[config.mk]
export PLATFORM = sky130hd
export DESIGN_NAME = fsg_ram
export DESIGN_NICKNAME = d
export VERILOG_FILES = /design/src/sv/fsg_ram.sv
export SDC_FILE = /design/constraint.sdc
export NUM_CORES = 2
export LEC_CHECK = 0
export ABC_CLOCK_PERIOD_IN_PS = 3620
export BUFFER_PORTS_ARGS = -buffer_cell sky130_fd_sc_hd__buf_2
export CAP_MARGIN = 0
export CORE_MARGIN = 3
export CORE_UTILIZATION = 40
export DETAILED_ROUTE_END_ITERATION = 7
export PLACE_DENSITY = 0.53
export SETUP_SLACK_MARGIN = 0.5
export SLEW_MARGIN = 0
export SYNTH_ARGS = -nofsm -noshare
export SYNTH_HDL_FRONTEND = slang
export SYNTH_SLANG_ARGS = --single-unit
[constraint.sdc]
create_clock -name clk -period 3.62 [get_ports clk]
set_input_delay 0 -clock clk [delete_from_list [all_inputs] [get_ports clk]]
set_output_delay 0 -clock clk [all_outputs]
set_load 0.05 [all_outputs]
[src/sv/fsg_ram.sv]
// ----------------------------------------------------------------------------
// fsg_ram: generic simple dual-port RAM
// One write port, one read port with registered read data.
// ----------------------------------------------------------------------------
module fsg_ram #(
    parameter int WIDTH = 2,
    parameter int DEPTH = 1024
) (
    input  logic                     clk,
    input  logic                     we,
    input  logic [$clog2(DEPTH)-1:0] waddr,
    input  logic [WIDTH-1:0]         wdata,
    input  logic                     re,
    input  logic [$clog2(DEPTH)-1:0] raddr,
    output logic [WIDTH-1:0]         rdata
);

    logic [WIDTH-1:0] mem [DEPTH];

    always_ff @(posedge clk)
    begin
        if (we)
        begin
            mem[waddr] <= wdata;
        end
        if (re)
        begin
            rdata <= mem[raddr];
        end
    end

endmodule

; Word level (Yosys, flattened, before mapping)
; Memories as Yosys holds them, arrays and structs flattened. A register that Yosys moved wholly into a read port is not among the register bits.
; Cells that the tools add are included.
[word_totals]
n_memories = 1
mem_bits_rw = 2048
ff_bits = 0
out_inout_bits = 2
[memory_table]
columns = memory, depth, word_bits, read_ports, rd_ports_with_merged_regs, write_ports, line_no
row1 = mem, 1024, 2, 1, 1, 1, 18  ; logic [WIDTH-1:0] mem [DEPTH];
[classes]
n_mux = 2
[op_table]
columns = op, n
row1 = $mux 1, 2

; Longest topological paths before layout
[depth]
ltp_word = 2
depth_mapped = 15
ltp_nobuf = 8

; Worst setup path after synthesis
; OpenSTA, ideal clock, no wires.
[synth_path]
path_type = input to register
startpoint = in raddr[0]
endpoint = reg rdata[1] (read register of mem) (data pin)
t_arrival_ps = 2222
path_slack_ps = 1121
n_path_buf = 5
stages = 12
required_ps = 3343
setup_ps = 277
cell_sequence = buf_6 buf_12 buf_8 buf_6 buf_6 mux4_2 a221oi_1 o21ai_0 nor3_1 o31ai_1 o31ai_1 nand4_1
[synth_rtl]
columns = item, line_no
row1 = start: declaration, 14  ; input logic [$clog2(DEPTH)-1:0] raddr,
row2 = end: declaration, 15  ; output logic [WIDTH-1:0] rdata

==> metrics list <==
- Outcome: complete, no violations
* Flip-flop cell with the highest count after synthesis: edfxtp_1
* Share of flip-flops with an asynchronous set or reset after synthesis: 0%
- Hold violation count in the final report: 0
- Deepest level of the CTS H-tree: 4
* Number of primary I/O pins: 27
* Area taken by flip-flops and latches: around 62000 µm²
* Crit path max fanout: 2
- Placed wire-length estimate after detailed placement: around 140 mm
* Max Cap Violations: 0
- Clk pin slew, worst setup/hold paths: roughly 0.060 ns
- Count of input and output buffers: 26
- STA classifies the critical path startpoint as a register.
- Summing all multi-input logic gate instances after layout gives between 20000 and 25000 µm².
- Overall via count from detail_route: about 46000
- Chip Height: ~460 µm
* Type of element capturing the critical path: register
- The design draws about 50 mW.
- The area growth from synthesis to layout is 13.53%.
- Synthesis produced a netlist whose cell count is roughly 4800.
- Post-Syn Area: ~84000 µm²
* Clock tree from TritonCTS: yes
- IR analysis of the VDD net gives a maximum drop of just under 400 µV.
- Min Tclk post-route: around 3.2 ns
- Skew-Pair Late Insertion Delay: 0.87 ns
- The first global-routing pass estimated 344.2 mm of wire.
- Headroom to the max-slew limit: 11.38%
* Most instantiated library cell after synthesis: edfxtp_1
- At the pin with the least slew margin, the transition time is between 1 and 1.5 ns.
* Utilization after layout: 45.79%
- Final design area excluding fillers: 95110 µm²
- The synthesized design contains roughly 2000 register bits.
- The longest clock path from root to sink contains 3 buffers.
- The die covers around 210000 µm².
- The number of pins exceeding their max-slew limit in the final report is 0.
- In the final routed layout, each cell accounts on average for roughly 31 µm.
- Unrepaired setup endpoints after global routing: true
* Horiz. Die Dim: around 460 µm
* Total number of nets in the final design: just under 5000
* Warnings from Yosys: 0
* Critical path data arrival time: around 3.7 ns
- Tot GR Track Use: between 20 and 25%
- Share of layout cells above drive strength 1: 21.27%
- Library cell with the largest summed area after synthesis: edfxtp_1
- For this block, the initial DRC count from the detailed router was between 5000 and 6000.
- For the worst setup path, the data required time is roughly 4.2 ns.
- Net count after synthesis: between 4000 and 5000
- Area share of the largest cell type after synthesis: 73.48%
- The min-delay analysis places its worst path in the category input port to register.
- Commonest cells in the synthesized netlist: 2050 x edfxtp_1, 1054 x nor2_1, 449 x mux4_2
- Remaining antenna violation count: 0
- After synthesis, the netlist uses 65 different library cells.
- Number of global-route vias before repair: around 46000
- The floorplan step defined a core boundary enclosing 207700 µm².
- Sequential elements use about three quarters of the synthesized area.
- For the final routed database, the setup TNS stands at 0 ns.
- By area the synthesized netlist is led by edfxtp_1 73%, mux4_2 12%, nor2_1 4.7%.
- The initial antenna violation count was 22.
- PD cells: ~520 nW/µm²
- Inserted Clock Buffers: roughly 210
* Fin Clk Skew: 0.03755 ns
* Initial Utilization: 40.34%
- Count of flip-flops with a built-in enable after synthesis: 2050
- Max Freq: 315.6 MHz
- For this run, design rule violations remaining after detail routing come to 0.
* Via-per-instance ratio: a little under 6
- Number of standard-cell rows in the floorplan: between 150 and 200
- Summing all placed instances gives a cell area of between 80000 and 90000 µm².
- Post-synthesis average cell area: around 17 µm²
- Period Utilization, post-route: between 80% and 90%
- Crit Path Class: register to register
- After global routing the overflow that remains totals 0.
* Worst hold stages: 2
- Pleak: just under 30 nW
* Sinks on Clock Net: around 2000
- After detailed placement, the design holds a cell count of 7465.
- Wires add up to approximately 240 mm.
- The number of cells on the worst reg-to-reg path is 9.
- Placer Congestion: around 0.8
- Fill cells in the final layout number 17920.
* Number of setup violations in the final report: 0
* Number of buffers added for setup after CTS: 0
- Pin count of the biggest net entering global routing: approximately 180
- Leaving out filler cells and counting taps, the final layout contains between 7000 and 8000.
- Length of the first detailed-routing pass in iterations: 5
- Clock Root Buffer: clkbuf_16
flip-flops by register name, indices dropped and copies added (netlist names):
name	count
mem	2048
rdata	2
worst paths after layout:
path	from	endpoint	slack, ns
max	mem[47][1]	rdata[1]	0.45
min	re	rdata[1]	0.06
max reg2reg	mem[47][1]	rdata[1]	0.45
min reg2reg	mem[247][0]	rdata[0]	1.29
final cells by class:
type / count / share of cell area (%)
multi-input combinational: 2341 / 21.66
tap: 2788 / 3.668
antenna: 2 / 0.005262
clock inverter: 127 / 1.119
clock buffer: 258 / 5.759
inverter: 6 / 0.02894
sequential: 2050 / 64.72
timing repair buffer: 296 / 3.035
placed cells by master (no fill, tap or decap), types with 13 or more instances in the layout:
cell and count:
clkinv_2 38, mux2i_1 203, o221ai_1 82, edfxtp_1 2050, mux4_2 449, buf_4 205, clkbuf_1 46, o22ai_1 45
buf_2 19, a21oi_1 69, dlygate4sd3_1 16, nand3_4 24, nand2_1 89, a221oi_1 13, nand3_1 15, a22o_1 13
a22oi_1 45, buf_12 51, clkbuf_16 212, nand4_1 13, nor2_1 1052, clkinv_1 58, a211oi_1 13, o21ai_0 36
nor3_1 42
worst max-delay path: stages (launching register included):
cell      delay (ns)
edfxtp_1        0.35
mux4_2          0.51
a32o_1          0.29
a311oi_1        0.47
nand4_1         0.30
buf_4           0.25
nand4_1         0.24
o31ai_1         0.13
o31ai_1         0.22
nand4_1         0.13
repair_timing:
item                                   in CTS  in global routing
pin swaps                                   1                  1
setup endpoints to repair                   2                  2
hold buffers                               16                  0
endpoints found under the hold margin    1260                  0
resized for setup                           6                  5
cells by family after synthesis:
| kind of cell | after synthesis | synth area share [%] |
|---|---|---|
| multiplexers | 664 | 14.65 |
| flip-flops | 2050 | 73.48 |
| AND/OR/NAND/NOR | 1324 | 6.401 |
| AO/OA/AOI/OAI | 353 | 2.978 |
| buffers and inverters | 402 | 2.488 |
layer usage:
layer | vias to the layer above | global-route usage [%] | share of wire [%]
met4 | 4 | 5.838 | 2.6
met5 | - | 0 | 0.012
met1 | 24340 | 31.68 | 42
li1 | 19160 | - | -
met3 | 360 | 4.107 | 8.0
met2 | 1941 | 35.80 | 48
report_power, final:
group	leakage, nW	internal, mW	switching, mW
combinational	7.29	0.931	1.73
sequential	18.4	26.1	0.00445
clock	3.18	11.4	9.34
stage by stage:
| step | hold slack (ns) | setup slack (ns) |
|---|---|---|
| floorplan | 0.09887 | 1.121 |
| global placement | 0.2262 | -0.7979 |
| detailed placement | 0.2309 | -0.2598 |
| CTS | 0.005656 | 0.4375 |
| global route | 0.02705 | 0.3926 |
| finish | 0.05654 | 0.4511 |
Power figures use the tool's default switching activity.
